**config.mk**
```make
export PLATFORM = sky130hd
export DESIGN_NAME = sdvm_merge
export DESIGN_NICKNAME = d
export VERILOG_FILES = /design/src/rtl/core/sdvm_pkg.sv /design/src/rtl/core/sdvm_merge.sv
export SDC_FILE = /design/constraint.sdc
export NUM_CORES = 1
export LEC_CHECK = 0
export CORE_AREA = 2 2 155 157
export CTS_CLUSTER_SIZE = 20
export DETAILED_ROUTE_END_ITERATION = 8
export DIE_AREA = 0 0 157 159
export DONT_BUFFER_PORTS = 1
export GPL_ROUTABILITY_DRIVEN = 0
export PLACE_DENSITY = 0.53
export SYNTH_ARGS = -nofsm -noshare
export SYNTH_HDL_FRONTEND = slang
export SYNTH_SLANG_ARGS = --single-unit
```
**constraint.sdc**
```tcl
create_clock -name clk -period 2.9 [get_ports clk]
set_input_delay 0.435 -clock clk [delete_from_list [all_inputs] [get_ports clk]]
set_output_delay 0.435 -clock clk [all_outputs]
set_load 0.01 [all_outputs]
```
**src/rtl/core/sdvm_pkg.sv**
```systemverilog
// Shared types, constants and the saturation helper for the surround downmix mixer.
`timescale 1ns / 1ps
`default_nettype none

package sdvm_pkg;

	// Mode codes of the mix_mode register
	localparam logic [1:0] MODE_GAIN    = 2'd0;
	localparam logic [1:0] MODE_DOWNMIX = 2'd1;
	localparam logic [1:0] MODE_UPMIX   = 2'd2;

	// Register indexes (byte address bit 2)
	localparam logic REG_MIX_MODE    = 1'b0;
	localparam logic REG_VOLUME_GAIN = 1'b1;

	localparam logic [15:0] GAIN_RESET = 16'd4096;

	// Q1.15 downmix coefficients
	localparam logic signed [15:0] COEF_SIDE = 16'sd23167;
	localparam logic signed [15:0] COEF_LFE  = 16'sd8225;

	localparam int GAIN_FRAC_BITS = 12;
	localparam int MIX_FRAC_BITS  = 27;

	typedef logic signed [15:0] sample_t;
	typedef logic signed [32:0] sdvm_prod_t;  // sample * gain, Q.12
	typedef logic signed [49:0] sdvm_acc_t;   // downmix sum * gain, Q.27

	// Per-stage load strobes shared by the lanes and the merge stage
	typedef struct packed {
		logic s1;
		logic s2;
		logic s3;
		logic s4;
		logic s5;
	} sdvm_load_t;

	// Clamp a wide signed value to the 16-bit sample range
	function automatic sample_t sat16(input sdvm_acc_t v);
		sample_t r;
		if (v > 50'sd32767) begin
			r = 16'sh7fff;
		end else if (v < -50'sd32768) begin
			r = 16'sh8000;
		end else begin
			r = v[15:0];
		end
		return r;
	endfunction

endpackage

`default_nettype wire

```
**src/rtl/core/sdvm_merge.sv**
```systemverilog
// Merge stage: truncates and saturates lane results and selects them by mode into the output register.
`timescale 1ns / 1ps
`default_nettype none

module sdvm_merge (
	input  wire                  clk,
	input  sdvm_pkg::sdvm_load_t ld,
	input  wire [1:0]            mode,
	input  sdvm_pkg::sdvm_prod_t scl_prod [6],
	input  sdvm_pkg::sdvm_acc_t  mix_acc [2],
	output sdvm_pkg::sample_t    res [6]
);
	import sdvm_pkg::*;

	sample_t   scl_sat [6];
	sample_t   mix_sat [2];
	sample_t   res_q   [6];
	sdvm_acc_t scl_ext;
	sdvm_acc_t mix_ext;

	// Truncate toward zero (bias negatives before the shift), then clamp
	always_comb begin
		for (int i = 0; i < 6; i++) begin
			scl_ext = 50'(scl_prod[i]);
			if (scl_prod[i] < 0) begin
				scl_ext = scl_ext + 50'sd4095;
			end
			scl_sat[i] = sat16(scl_ext >>> GAIN_FRAC_BITS);
		end
		for (int j = 0; j < 2; j++) begin
			mix_ext = mix_acc[j];
			if (mix_acc[j] < 0) begin
				mix_ext = mix_ext + 50'sd134217727;
			end
			mix_sat[j] = sat16(mix_ext >>> MIX_FRAC_BITS);
		end
	end

	// Output register, selected by mode; unused mode code acts as gain only
	always_ff @(posedge clk) begin
		if (ld.s5) begin
			case (mode)
				MODE_DOWNMIX: begin
					res_q[0] <= mix_sat[0];
					res_q[1] <= mix_sat[1];
					for (int k = 2; k < 6; k++) res_q[k] <= '0;
				end
				MODE_UPMIX: begin
					res_q[0] <= scl_sat[0];
					res_q[1] <= scl_sat[1];
					for (int k = 2; k < 6; k++) res_q[k] <= '0;
				end
				default: begin
					for (int k = 0; k < 6; k++) res_q[k] <= scl_sat[k];
				end
			endcase
		end
	end

	assign res = res_q;

endmodule

`default_nettype wire

```
==> results.yml <==
setup_path:
  cpMaxStageDelayCell: "o31a_1"
  cp_top_family: "compound AO/OA/AOI/OAI gates"
  crit_path_max_fanout: 15
  critical_path.endpoint_type: "flop"
  worst-path-buf-inv: 0
  arrival_ns: 2.48
  required_ns: 2.97
  setup.worst_path.start_class: "input port"
  crit_chain: "nor4_1 > nand3_1 > and4b_1 > o21ai_0 > o31a_1 > o221ai_1"
  max_stage_delay_ns: 0.61
  crit_type: "in2reg"
timing:
  rsz0062_at_grt: "false"
  slew_headroom_pct: 48.6
  finalCriticalPeriod_ns: 2.41
  hold_viol: 0
  fmaxAchievable_mhz: 414
  fin_ws_ns: 0.485
  tns_ns: 0
  max_slew.worst_pin.slew_ns: 0.767
  final-setup-viol-count: 0
  drv_slew: 0
  hold_slack_ns: 0.211
  min_period_over_period_pct: 83.3
synthesis:
  synth_ff_type: "edfxtp_1"
  netlist_area_um2: 6740
  syn_inst: 713
  synth-edff-count: 96
  syn-mean-instance-area_um2: 9.45
  yosysUniqueCellTypes: 55
  ys_async_sr_fraction_pct: 0
  yosys_warnings: 0
  synth_nets: 1021
  synth-seq-cells: 96
  synth_seq_area_share_pct: 42.8
layout:
  largest_reg_flops: 96
  layout_common_cells: "edfxtp_1 (96), nand2_1 (62), xor2_1 (62)"
  final_cells: 1042
  multiInputGateArea_um2: 3650
  finalNetCount: 1026
  seq_area_um2: 2880
  finish.utilization_pct: 32.2
  layout_commonest_cell: "edfxtp_1"
  drive_gt1_share_pct: 7.34
  fillerInstances: 2354
  final_area_um2: 7480
  syn_to_final_growth_pct: 11.0
cts:
  cts_sinks: 96
  cts_tree: "yes"
  clk_path_buf_depth: 2
  cts_resized: 0
  cts-root-buf: "clkbuf_16"
  post_cts_buffers: 0
  h-tree-depth: 3
  ctsHoldBuffers: 0
  cts_buffers: 9
  clkTransAtPathRegs_ns: 0.08
power_and_ir_drop:
  peakVddDrop_v: 0.000299
  power.density_nw_per_um2: 487
  total_power_mw: 3.64
  p_leak_nw: 2.33
floorplan:
  die_w_um: 157
  ios: 402
  coreArea_um2: 23200
  initial_core_util_pct: 29.0
  dieArea_um2: 25000
  die_h_um: 159
  num_rows: 56
global_route:
  met3_usage_pct: 5.39
  grtUsageMet2_pct: 30.0
  grt_overflow: 0
  antenna_found_initial: 1
  grt_use_met1_pct: 17.0
  grt_pass1_vias: 5513
  grt_max_degree: 97
  grt_pass1_wl_um: 31200
  top_usage_layer: "met2"
  grt_usage_pct: 16.4
routing:
  wirelength_um: 21400
  drc: 0
  avgRoutedWirePerCell_um: 20.5
  num_vias: 5667
  firstDrtPassIters: 5
  drtIter0Drc: 305
  vias_per_cell: 5.44
  ant_nets: 0
placed_design:
  io_buffer_count: 0
  pre_cts_slack_ns: 0.129
  placed_area_um2: 7150
  dpl.cell_count: 1026
  hpwl_um: 17500
min_path:
  holdCritPathClass: "in2reg"
outcome:
  status: "finished clean"
job:
  maxCapViolCount: 0
==> logic make-up after synthesis <==
kind of cell | Yosys count | share of synthesized area [%]
buf+inv | 49 | 2.95
xor+xnor | 121 | 15.7
flops | 96 | 42.8
compound gates | 145 | 14.4
fa+ha+maj | 2 | 0.371
simple gates | 300 | 23.7
==> final timing paths <==
kind | start | depth (start not counted) | endpoint | slack (ns)
worst min-delay path | ld[0] | 0 | res[3]$_DFFE_PP_ | 0.21
worst max-delay path | scl_prod[172] | 6 | res[90]$_DFFE_PP_ | 0.49
==> power by group <==
part           switching, mW  leakage [nW]  internal, mW  total [mW]
clock                  0.579         0.159         0.769        1.35
sequential             0.153         0.931          1.73        1.89
combinational          0.229          1.24         0.183       0.412
total                  0.961          2.33          2.68        3.64
==> synth_stat cells, drive strengths merged, types with 4 or more instances <==
library cell	count	area (um^2)
edfxtp	96	2880
o21ai	66	372
nand2	62	233
xor2	62	543
xnor2	59	517
nor2	49	184
nand3	43	215
nor4	41	269
nand4	35	231
inv	28	105
a21oi	20	100
nor3	16	85.1
o221ai	16	140
clkbuf	15	57.6
or3	13	81.3
and3	10	62.6
and4	9	78.8
a31oi	8	50.1
and2	8	50.1
buf	6	36.3
o2111ai	4	35.0
o211ai	4	30.0
or2	4	27.5
or4	4	33.8
==> area by class of cell <==
type                    instances  share of cell area, %
multi-input cells             568                   48.9
flip-flops and latches         96                   38.5
well taps                     319                   5.34
clock buffers                   9                   3.01
repair buffers                 15                   1.51
inverters                      28                   1.41
clock inverters                 6                   1.31
diodes                          1                 0.0335
==> layer usage <==
metal | wire [um] | up-vias
met4 | 623 | 0
met2 | 11200 | 315
met1 | 7610 | 2592
met3 | 1980 | 39
li1 | - | 2721
met5 | 0 | -
(Power assumes the default switching activity.)
