[src/rtl/core/sdvm_pkg.sv]
// Shared types, constants and the saturation helper for the surround downmix mixer.
`timescale 1ns / 1ps
`default_nettype none

package sdvm_pkg;

	// Mode codes of the mix_mode register
	localparam logic [1:0] MODE_GAIN    = 2'd0;
	localparam logic [1:0] MODE_DOWNMIX = 2'd1;
	localparam logic [1:0] MODE_UPMIX   = 2'd2;

	// Register indexes (byte address bit 2)
	localparam logic REG_MIX_MODE    = 1'b0;
	localparam logic REG_VOLUME_GAIN = 1'b1;

	localparam logic [15:0] GAIN_RESET = 16'd4096;

	// Q1.15 downmix coefficients
	localparam logic signed [15:0] COEF_SIDE = 16'sd23167;
	localparam logic signed [15:0] COEF_LFE  = 16'sd8225;

	localparam int GAIN_FRAC_BITS = 12;
	localparam int MIX_FRAC_BITS  = 27;

	typedef logic signed [15:0] sample_t;
	typedef logic signed [32:0] sdvm_prod_t;  // sample * gain, Q.12
	typedef logic signed [49:0] sdvm_acc_t;   // downmix sum * gain, Q.27

	// Per-stage load strobes shared by the lanes and the merge stage
	typedef struct packed {
		logic s1;
		logic s2;
		logic s3;
		logic s4;
		logic s5;
	} sdvm_load_t;

	// Clamp a wide signed value to the 16-bit sample range
	function automatic sample_t sat16(input sdvm_acc_t v);
		sample_t r;
		if (v > 50'sd32767) begin
			r = 16'sh7fff;
		end else if (v < -50'sd32768) begin
			r = 16'sh8000;
		end else begin
			r = v[15:0];
		end
		return r;
	endfunction

endpackage

`default_nettype wire

[src/rtl/core/sdvm_dmix_lane.sv]
// One downmix lane: weighted sum of four channels, then a split multiply by the gain.
`timescale 1ns / 1ps
`default_nettype none

module sdvm_dmix_lane (
	input  wire                  clk,
	input  sdvm_pkg::sdvm_load_t ld,
	input  sdvm_pkg::sample_t    front,
	input  sdvm_pkg::sample_t    cen,
	input  sdvm_pkg::sample_t    lfe,
	input  sdvm_pkg::sample_t    back,
	input  wire [15:0]           gain,
	output sdvm_pkg::sdvm_acc_t  acc
);
	import sdvm_pkg::*;

	sample_t            front_s1;
	logic signed [31:0] cen_s1;
	logic signed [31:0] lfe_s1;
	logic signed [31:0] back_s1;
	logic signed [32:0] sum_s2;
	logic        [31:0] pp_lo_s3;
	logic signed [33:0] pp_hi_s3;
	sdvm_acc_t          acc_s4;

	always_ff @(posedge clk) begin
		// Stage 1: coefficient products
		if (ld.s1) begin
			front_s1 <= front;
			cen_s1   <= 32'(cen) * 32'(COEF_SIDE);
			lfe_s1   <= 32'(lfe) * 32'(COEF_LFE);
			back_s1  <= 32'(back) * 32'(COEF_SIDE);
		end
		// Stage 2: Q.15 sum, front at unity
		if (ld.s2) begin
			sum_s2 <= (33'(front_s1) <<< 15) + 33'(cen_s1) + 33'(lfe_s1) + 33'(back_s1);
		end
		// Stage 3: sum times gain as two partial products
		if (ld.s3) begin
			pp_lo_s3 <= 32'(sum_s2[15:0]) * 32'(gain);
			pp_hi_s3 <= 34'($signed(sum_s2[32:16])) * 34'($signed({1'b0, gain}));
		end
		// Stage 4: combine partial products
		if (ld.s4) begin
			acc_s4 <= (50'(pp_hi_s3) <<< 16) + $signed({18'b0, pp_lo_s3});
		end
	end

	assign acc = acc_s4;

endmodule

`default_nettype wire

[config.mk]
export PLATFORM = sky130hd
export DESIGN_NAME = sdvm_dmix_lane
export DESIGN_NICKNAME = d
export VERILOG_FILES = /design/src/rtl/core/sdvm_pkg.sv /design/src/rtl/core/sdvm_dmix_lane.sv
export SDC_FILE = /design/constraint.sdc
export NUM_CORES = 2
export LEC_CHECK = 0
export BUFFER_PORTS_ARGS = -buffer_cell sky130_fd_sc_hd__buf_4
export CAP_MARGIN = 20
export CORE_MARGIN = 2
export CORE_UTILIZATION = 35
export CTS_CLUSTER_SIZE = 8
export DETAILED_ROUTE_END_ITERATION = 12
export HOLD_SLACK_MARGIN = 0.06
export SLEW_MARGIN = 10
export SYNTH_ARGS = -nofsm -noshare
export SYNTH_HDL_FRONTEND = slang
export SYNTH_SLANG_ARGS = --single-unit
[constraint.sdc]
create_clock -name clk -period 8.65 [get_ports clk]
set_input_delay 1.73 -clock clk [delete_from_list [all_inputs] [get_ports clk]]
set_output_delay 1.73 -clock clk [all_outputs]
set_load 0.03 [all_outputs]
==> out/results.txt <==
height of the die = 360 um
CP Launch Type = input port
Req. time, crit path = 8.98 ns
H-tree depth = 2
Max Transition Viols Final = 0
final count of hold timing violations = 0
Critical path origin = gain[10]
clk_lat worst skew = 0.59 ns
RSZ-0062 raised after global routing = no
initial DRC count = 1,518
worst clock skew = 0.0463 ns
syn nets = 5,717
initial antenna violation count = 2
Die Footprint = 129,000 um2
total CTS buffers = 41
final worst setup slack = 1.18 ns
io pins = 136
vias in the first global route = 31,200
Die Span X = 360 um
largest net degree at the start of global routing = 67
setup-violating endpoint count in the final report = 0
ANT nets after route = 0
Synth Area in Simple Gates = 0.0941
Reg2Reg Capture Point = pp_hi_s3[32]
Hold-fix buffers, CTS = 0
dpl ws = 0.585 ns
root buffer cell = clkbuf_16
gr usage total = 0.158
Fill cells = 12,400
Worst Tran Pin Value = 0.950 ns
fin crit share = 0.863
largest family of logic cells by synthesized area = adder cells
core region area = 126,000 um2
hold path startpoint = pp_lo_s3[1]
post-synthesis mux area share = 0.000226
crit path max fanout = 33
Hold Path Stages = 0
max cap viols = 0
Num Clock Sinks = 260
GRT overflow = 0
dpl hpwl = 80,300 um
CP Capture Point = pp_hi_s3[32]
post-synthesis xor/xnor area fraction = 0.0439
Avg Inst Size Synth = 10.4 um2
Reg clk slew, reported paths = 0.05 ns
Final min period = 7.47 ns
share of flip-flops with an asynchronous set or reset = 0
max_slew headroom = 0.367
internal reg-to-reg setup slack = 1.78 ns
arrival time at the worst endpoint = 7.79 ns
setup TNS = 0 ns
commonest register cell after synthesis = edfxtp_1
run status = finished, final reports clean
Post-Route WL = 98,200 um
flops & latches, synth = 260
row count = 130
Netlist cell types = 81
via count = 28,600
share of cells above drive strength 1 = 0.0602
sequential cell area = 7810 um2
Area Growth Syn to Fin = 9.04%
Final nets = 5,818
compound-cell area share of the yosys netlist = 0.0685
YS warnings = 0
Synth Area in Adders = 0.526
antenna cells = 0
wire per inst = 16.4 um
post-CTS setup buffers = 0
drt first pass iters = 5
worst reg2reg path depth = 22
hold crit path type = register to register
vias per std cell = 4.76
drt drc = 0
Synth Instances = 4,241
global-route wire length before repair = 164,000 um
Post-synth EDFFs = 260
Routability Congestion = 0.866
register area share after synthesis = 0.176
I/O Buffers = 134
RR Startpoint = sum_s2[23]
CTS tree = done
multi-input logic area = 32,400 um2
cts repair resizes = 0
initial core utilization = 0.352
clock buffer depth = 3
crit path kind = input port to register
Max Freq = 0.134 GHz
CP endpoint kind = register
synthesized area = 44,200 um2
cell usage in the layout (no fill, tap or decap), types with 54 or more instances in the layout:
master | synthesis | layout
and2_1 | 227 | 227
buf_4 | 0 | 145
fa_1 | 782 | 782
a21oi_1 | 127 | 127
xor2_1 | 63 | 63
edfxtp_1 | 260 | 260
nand2_1 | 365 | 365
ha_1 | 608 | 608
a21o_1 | 80 | 80
o21ai_0 | 54 | 54
xnor2_1 | 159 | 159
nor2_1 | 101 | 101
inv_1 | 985 | 985
how the worst min path moves through the flow:
| stage | to | slack (ns) |
|---|---|---|
| 2_1_floorplan | acc[0] | 0.40 |
| 3_3_place_gp | acc[6] | 0.40 |
| 3_5_place_dp | acc[7] | 0.41 |
| 4_1_cts | acc[1] | 0.41 |
| 5_1_grt | acc[1] | 0.42 |
| 6_report | acc[1] | 0.41 |
area by class of cell:
type                    count  share of cell area
well taps                1650              0.0428
repair buffers            145              0.0226
multi-input cells        2909               0.672
clock buffers              46              0.0217
inverters                 985              0.0766
flip-flops and latches    260               0.162
clock inverters            10             0.00262
per-stage QoR:
stage / area (um2) / util / hold slack, ns / cells
6_report: 48200 / 0.384 / 0.411 / 6005
5_1_grt: 48200 / 0.384 / 0.417 / 6005
4_1_cts: 48200 / 0.384 / 0.408 / 6005
3_5_place_dp: 47100 / 0.375 / 0.405 / 5949
3_3_place_gp: 47100 / 0.375 / 0.405 / 5949
2_1_floorplan: 44200 / - / 0.400 / 4241
layer usage:
metal | routed length, um | vias up | GRT usage
li1 | - | 13500 | -
met1 | 43900 | 14500 | 0.212
met2 | 48200 | 560 | 0.275
met3 | 4500 | 93 | 0.0219
met4 | 1610 | 2 | 0.0292
met5 | 11 | - | 0
synthesized netlist by cell type (all sizes together) (63+ instances only):
cell	count	area, um2
a21o	85	651
inv	985	3700
nor2	101	379
xor2	63	552
ha	608	7610
a21oi	128	644
clkbuf	86	323
fa	782	15700
nand2	365	1370
xnor2	159	1390
edfxtp	260	7810
and2	228	1430
sequential cells by signal (all words and copies together) (netlist names):
register / flops
cen_s1: 32
front_s1: 16
pp_lo_s3: 32
pp_hi_s3: 34
sum_s2: 33
lfe_s1: 31
back_s1: 32
acc: 50
worst max-delay path, stage by stage:
cell and delay (ns):
buf_4 0.38, nand2_1 0.13, fa_1 0.51, inv_1 0.05, fa_1 0.49, inv_1 0.06, fa_1 0.53, inv_1 0.05
fa_1 0.46, fa_1 0.49, inv_1 0.05, fa_1 0.47, inv_1 0.04, ha_1 0.33, a21o_1 0.20, a21o_1 0.17
a211o_1 0.33, a41oi_1 0.22, o311ai_1 0.21, a41oi_2 0.33, o21ai_1 0.16, a41oi_1 0.27, xnor2_1 0.09
kinds of logic after synthesis:
| kind of cell | count (synthesis) |
|---|---|
| mux | 1 |
| flops | 260 |
| compound gates | 436 |
| xor+xnor | 222 |
| simple gates | 860 |
| fa+ha+maj | 1390 |
| buf+inv | 1072 |
Power is not shown: default switching activity piles up to over one toggle a cycle in this logic, so the estimate is an artifact.
