`src/rtl/core/sdvm_pkg.sv`:
```
// Shared types, constants and the saturation helper for the surround downmix mixer.
`timescale 1ns / 1ps
`default_nettype none

package sdvm_pkg;

	// Mode codes of the mix_mode register
	localparam logic [1:0] MODE_GAIN    = 2'd0;
	localparam logic [1:0] MODE_DOWNMIX = 2'd1;
	localparam logic [1:0] MODE_UPMIX   = 2'd2;

	// Register indexes (byte address bit 2)
	localparam logic REG_MIX_MODE    = 1'b0;
	localparam logic REG_VOLUME_GAIN = 1'b1;

	localparam logic [15:0] GAIN_RESET = 16'd4096;

	// Q1.15 downmix coefficients
	localparam logic signed [15:0] COEF_SIDE = 16'sd23167;
	localparam logic signed [15:0] COEF_LFE  = 16'sd8225;

	localparam int GAIN_FRAC_BITS = 12;
	localparam int MIX_FRAC_BITS  = 27;

	typedef logic signed [15:0] sample_t;
	typedef logic signed [32:0] sdvm_prod_t;  // sample * gain, Q.12
	typedef logic signed [49:0] sdvm_acc_t;   // downmix sum * gain, Q.27

	// Per-stage load strobes shared by the lanes and the merge stage
	typedef struct packed {
		logic s1;
		logic s2;
		logic s3;
		logic s4;
		logic s5;
	} sdvm_load_t;

	// Clamp a wide signed value to the 16-bit sample range
	function automatic sample_t sat16(input sdvm_acc_t v);
		sample_t r;
		if (v > 50'sd32767) begin
			r = 16'sh7fff;
		end else if (v < -50'sd32768) begin
			r = 16'sh8000;
		end else begin
			r = v[15:0];
		end
		return r;
	endfunction

endpackage

`default_nettype wire

```
`src/rtl/core/sdvm_scale_lane.sv`:
```
// One gain lane: multiplies a channel sample by the gain and carries it down the pipeline.
`timescale 1ns / 1ps
`default_nettype none

module sdvm_scale_lane (
	input  wire                  clk,
	input  sdvm_pkg::sdvm_load_t ld,
	input  sdvm_pkg::sample_t    sample,
	input  wire [15:0]           gain,
	output sdvm_pkg::sdvm_prod_t prod
);
	import sdvm_pkg::*;

	sdvm_prod_t prod_s1;
	sdvm_prod_t prod_s2;
	sdvm_prod_t prod_s3;
	sdvm_prod_t prod_s4;

	// Multiply in stage 1, then delay to line up with the downmix lanes
	always_ff @(posedge clk) begin
		if (ld.s1) begin
			prod_s1 <= 33'(sample) * 33'($signed({1'b0, gain}));
		end
		if (ld.s2) begin
			prod_s2 <= prod_s1;
		end
		if (ld.s3) begin
			prod_s3 <= prod_s2;
		end
		if (ld.s4) begin
			prod_s4 <= prod_s3;
		end
	end

	assign prod = prod_s4;

endmodule

`default_nettype wire

```
`config.mk`:
```
export PLATFORM = sky130hd
export DESIGN_NAME = sdvm_scale_lane
export DESIGN_NICKNAME = d
export VERILOG_FILES = /design/src/rtl/core/sdvm_pkg.sv /design/src/rtl/core/sdvm_scale_lane.sv
export SDC_FILE = /design/constraint.sdc
export NUM_CORES = 1
export LEC_CHECK = 0
export ABC_CLOCK_PERIOD_IN_PS = 6500
export BUFFER_PORTS_ARGS = -buffer_cell sky130_fd_sc_hd__clkbuf_2
export CAP_MARGIN = 20
export CORE_AREA = 3 3 174 176
export DETAILED_ROUTE_END_ITERATION = 6
export DIE_AREA = 0 0 177 179
export GPL_TIMING_DRIVEN = 0
export SYNTH_ARGS = -nofsm -noshare
export SYNTH_HDL_FRONTEND = slang
export SYNTH_SLANG_ARGS = --single-unit
```
`constraint.sdc`:
```
create_clock -name clk -period 6.5 [get_ports clk]
set_input_delay 1.3 -clock clk [delete_from_list [all_inputs] [get_ports clk]]
set_output_delay 1.3 -clock clk [all_outputs]
set_load 0.01 [all_outputs]
```
==> results_dict.tcl, run 1 <==
set metrics [dict create \
    status "finished, final reports clean" \
    synth_nets 1551 \
    placed_area_sq_um 13800 \
    fin_setup_tns_ns 0 \
    clock_path_buffers 2 \
    hp-class "flip-flop to flip-flop" \
    critPathSlowestCell "fa_1" \
    maxCapViolations 0 \
    dpl_worst_slack_ns -1.05 \
    gr-total-overflow 0 \
    htreeDepth 4 \
    drive_gt1_frac 0.130 \
    die_area_sq_um 31700 \
    hold_ws_ns 0.415 \
    grt_pass1_vias 8659 \
    synthMostInstantiatedCell "inv_1" \
    grt_start_max_net_pins 34 \
    tightest_slew_ns 0.770 \
    synth_area_leaders "edfxtp_1 31%, fa_1 30%, ha_1 12%" \
    slew_headroom 0.486 \
    setup_viol 0 \
    clkSinkCount 132 \
    routed_via_density 4.90 \
    routed_wl_um 28500 \
    min_period_ns 6.37 \
    finClkSkew_ns 0.00289 \
    ys.flop_type "edfxtp_1" \
    crit_chain "clkbuf_2 -> buf_6 -> and2_1 -> fa_1 -> inv_1 -> fa_1 -> fa_1 -> inv_1 -> fa_1 -> fa_1 -> inv_1 -> fa_1 -> inv_1 -> ha_2 -> and3_1 -> and3_1 -> a22oi_2 -> nand2_1 -> a211oi_2 -> xnor2_1" \
    finalHoldViolCount 0 \
    path_clk_slew_ns 0.05 \
    die_x_um 177 \
    critPathCaptureType "flip-flop" \
    finalCritPeriodShare 0.980 \
    cts_tree "built" \
    crit_family "adder cells" \
    n_antenna_cell 0 \
    cts_buffers 17 \
    grt_use_total 0.191 \
    synth_top_area_cell "edfxtp_1" \
    synth_top_area_share 0.305 \
    finalWeightedCongestion 0.913 \
    dr.first_iter.drc_count 426 \
    fillerInstances 2624 \
    io_pins 71 \
    routedWlPerCell_um 17.0 \
    cp_max_fo 10 \
    initial_utilization 0.452 \
    slowest_delay_ns 0.58 \
    die_y_um 179 \
    synthArstFlopShare 0 \
    finish.instance_area_sq_um 14800 \
    max_freq_ghz 0.157 \
    crit_path_start_kind "primary input" \
    insertion_delay_ns 0.39 \
    synthTopCellsByCount "254 x inv_1, 194 x fa_1, 154 x nand2_1, 132 x edfxtp_1, 122 x ha_1" \
    ant_nets 0 \
    ys_seq_area_frac 0.305 \
    maxSlewViolCount 0 \
    grt_first_pass_wirelength_um 46500 \
    cp.arrival_ns 6.51 \
    worst_slack_ns 0.128 \
    dp.final_hpwl_um 23300 \
    coreArea_sq_um 28800 \
    hold_buffers 0 \
    path_buf_inv 6 \
    yosys_warnings 0 \
    path_common_cell "fa_1" \
    ys_types 46 \
    synth-seq-cells 132 \
    cts_root_buf "clkbuf_16" \
    synthCells 1197 \
    syn_avg_cell_area_sq_um 10.9 \
    synth_edf_count 132 \
    path_class "primary input to flip-flop" \
    area_delta_synth_final_pct 13.8 \
    std_cell_rows 62 \
    syn-cell-area_sq_um 13000 \
    worstPathRequired_ns 6.64 \
    final_nets 1634 \
    antenna_found_initial 0 \
    firstDrtPassIters 5 \
    vias 8220 \
    drc 0 \
    portBuffers 69 \
]
-- stage by stage --
stage / instances / utilization
5_1_grt: 1677 / 0.514
6_report: 1677 / 0.514
3_3_place_gp: 1650 / 0.480
4_1_cts: 1679 / 0.506
3_5_place_dp: 1650 / 0.480
2_1_floorplan: 1197 / -
-- metal layers --
| metal | share of wire | wire length [um] | global-route usage |
|---|---|---|---|
| met1 | 0.45 | 12900 | 0.264 |
| met5 | 0 | 0 | 0 |
| met4 | 0.017 | 486 | 0.0435 |
| met2 | 0.47 | 13300 | 0.313 |
| met3 | 0.063 | 1790 | 0.0375 |
-- state kept, by name (all words and copies together) (netlist names) --
register / count
prod: 33
prod_s1: 33
prod_s2: 33
prod_s3: 33
-- area by class of cell --
| class | count | area, sq um | area share |
|---|---|---|---|
| Clock inverter | 15 | 141 | 0.00956 |
| Inverter | 255 | 962 | 0.0650 |
| Tap cell | 384 | 480 | 0.0325 |
| Buffer | 34 | 333 | 0.0225 |
| Sequential cell | 132 | 3960 | 0.268 |
| Clock buffer | 17 | 425 | 0.0288 |
| Timing Repair Buffer | 71 | 378 | 0.0255 |
| Multi-Input combinational cell | 769 | 8110 | 0.548 |
-- what timing repair did --
item | in CTS | in global routing
pin swaps | 1 | 7
buffers inserted | 0 | 2
setup endpoints to repair | 19 | 16
hold endpoints to repair | 0 | 0
resized for setup | 75 | 85
-- path summary, 6_finish.rpt --
check / start / endpoint / slack (ns) / cells after the start
hold reg to reg: prod_s3[1]$_DFFE_PP_ / prod[1]$_DFFE_PP_ / 0.42 / 0
setup / recovery: sample[4] / prod_s1[28]$_DFFE_PP_ / 0.13 / 20
hold / removal: prod_s3[1]$_DFFE_PP_ / prod[1]$_DFFE_PP_ / 0.42 / 0
setup reg to reg: prod_s1[17]$_DFFE_PP_ / prod_s2[17]$_DFFE_PP_ / 5.86 / 0
-- placed cells by master, fill, tap and decap left out, types with 5 or more instances in the layout --
cell	n
edfxtp_1	132
nand2b_1	10
inv_1	254
a21oi_2	6
ha_1	112
a21oi_1	21
clkbuf_8	5
clkbuf_16	17
clkbuf_4	8
xor2_1	10
and2_1	117
and3_1	7
clkbuf_2	62
o21ai_0	11
nor3_1	6
fa_1	194
nor2_1	20
a21o_1	9
buf_6	11
nand2_1	152
xnor2_1	19
buf_4	7
clkinv_2	5
ha_4	6
-- logic make-up (layout without fill, tap and decap cells) --
family,count (synthesis),count (layout),share of synthesized area
buf+inv,296,392,0.0856
simple gates,333,333,0.127
xor+xnor,29,29,0.0195
compound gates,91,91,0.0470
flops,132,132,0.305
fa+ha+maj,316,316,0.416
Power of run 1 is not shown: default switching activity piles up to over one toggle a cycle in this logic, so the estimate is an artifact.
==> run 2: changes to the inputs <==
--- a/config.mk
+++ b/config.mk
@@ -8,9 +8,9 @@
 export ABC_CLOCK_PERIOD_IN_PS = 6500
 export BUFFER_PORTS_ARGS = -buffer_cell sky130_fd_sc_hd__clkbuf_2
 export CAP_MARGIN = 20
-export CORE_AREA = 3 3 174 176
+export CORE_AREA = 2 2 173 175
 export DETAILED_ROUTE_END_ITERATION = 6
-export DIE_AREA = 0 0 177 179
+export DIE_AREA = 0 0 175 177
 export GPL_TIMING_DRIVEN = 0
 export SYNTH_ARGS = -nofsm -noshare
 export SYNTH_HDL_FRONTEND = slang
==> results_dict.tcl, run 2 (same netlist as run 1, synthesis figures left out) <==
set metrics [dict create \
    status "finished, final reports clean" \
    min_period_ns 6.38 \
    maxSlewViolCount 0 \
    path_class "primary input to flip-flop" \
    antenna_found_initial 0 \
    cts_root_buf "clkbuf_16" \
    drc 0 \
    gr-total-overflow 0 \
    area_delta_synth_final_pct 14.3 \
    worstPathRequired_ns 6.65 \
    grt_first_pass_wirelength_um 46600 \
    final_cell_mix "254 x inv_1, 193 x fa_1, 151 x nand2_1" \
    clkSinkCount 132 \
    tightest_slew_ns 0.757 \
    coreArea_sq_um 29200 \
    dp.final_hpwl_um 23100 \
    ff2ff_setup_slack_ns 5.87 \
    rr_endpoint "prod_s2[12]$_DFFE_PP_" \
    n_antenna_cell 0 \
    setup_viol 0 \
    clock_path_buffers 2 \
    holdPathStages 0 \
    final_nets 1634 \
    finalHoldViolCount 0 \
    crit_path_start_kind "primary input" \
    cp_max_fo 10 \
    r2r_cells 0 \
    finClkSkew_ns 0.00633 \
    slew_headroom 0.496 \
    finalCritPeriodShare 0.982 \
    portBuffers 69 \
    die_x_um 175 \
    startpoint "gain[8]" \
    initial_utilization 0.444 \
    maxCapViolations 0 \
    fin_util 0.508 \
    grt_start_max_net_pins 34 \
    critPathCaptureType "flip-flop" \
    min_to "prod_s2[24]$_DFFE_PP_" \
    worst_slack_ns 0.119 \
    grt_use_total 0.196 \
    vias 8291 \
    drive_gt1_frac 0.131 \
    final_common_cell "inv_1" \
    htreeDepth 4 \
    die_y_um 177 \
    path_clk_slew_ns 0.05 \
    ant_nets 0 \
    insertion_delay_ns 0.40 \
    dpl_worst_slack_ns -1.01 \
    r2r_start "prod_s1[12]$_DFFE_PP_" \
    finalWeightedCongestion 0.911 \
    cts_tree "built" \
    cp.arrival_ns 6.53 \
    routed_via_density 4.93 \
    die_area_sq_um 31000 \
    dr.first_iter.drc_count 484 \
    cts_buffers 17 \
    grt_pass1_vias 8780 \
    std_cell_rows 63 \
    hp-class "flip-flop to flip-flop" \
    io_pins 71 \
    hp-start "prod_s1[24]$_DFFE_PP_" \
    routedWlPerCell_um 16.8 \
    max_freq_ghz 0.157 \
    routed_wl_um 28200 \
    firstDrtPassIters 4 \
]
==> run 2: layer usage <==
metal  track usage  share of wire  vias to the layer above
li1              -              -                     3913
met1         0.269           0.46                     4093
met4        0.0701          0.029                        0
met3        0.0279          0.056                       43
met5             0              0                        -
met2         0.319           0.46                      242
==> run 2: how the worst max path moves through the flow <==
stage / to / depth (start not counted)
global placement: prod_s1[28]$_DFFE_PP_ / 19
global route: prod_s1[19]$_DFFE_PP_ / 21
CTS: prod_s1[30]$_DFFE_PP_ / 19
floorplan: prod_s1[29]$_DFFE_PP_ / 19
detailed placement: prod_s1[28]$_DFFE_PP_ / 19
finish: prod_s1[32]$_DFFE_PP_ / 19
==> run 2: cell type report <==
type,count,area [sq um]
multi-input cells,769,8120
repair buffers,71,380
fillers,2698,14400
plain buffers,34,355
clock inverters,15,159
flip-flops and latches,132,3960
clock buffers,17,425
inverters,255,962
well taps,390,488
==> run 2: metrics by stage <==
step           instances  setup TNS (ns)  cell area (sq um)  hold WS (ns)
6_report            1683               0              14900         0.413
5_1_grt             1683        -0.00220              14900         0.418
4_1_cts             1685       -0.000242              14700         0.415
3_5_place_dp        1656          -16.08              13800         0.405
3_3_place_gp        1656          -15.43              13800         0.402
2_1_floorplan       1197               0              13000         0.400
==> run 2: worst max-delay path, cell delays in order <==
cell	delay, ns
clkbuf_2	0.23
clkbuf_8	0.24
nand2_1	0.09
fa_1	0.54
inv_1	0.06
fa_1	0.51
fa_1	0.54
fa_2	0.45
fa_1	0.49
inv_1	0.05
fa_1	0.47
inv_1	0.04
ha_2	0.41
and4_1	0.26
and3_1	0.21
o211ai_1	0.20
a21oi_1	0.22
nor2_1	0.08
xnor2_1	0.12
==> run 2: timing repair <==
action,CTS,global route
hold endpoints to repair,0,0
endpoints found under the setup margin,18,17
pin swaps,1,8
setup buffers,1,1
gates resized for setup,87,59
gates cloned,0,0
hold buffers,0,0
Power of run 2 is left out for the same reason.
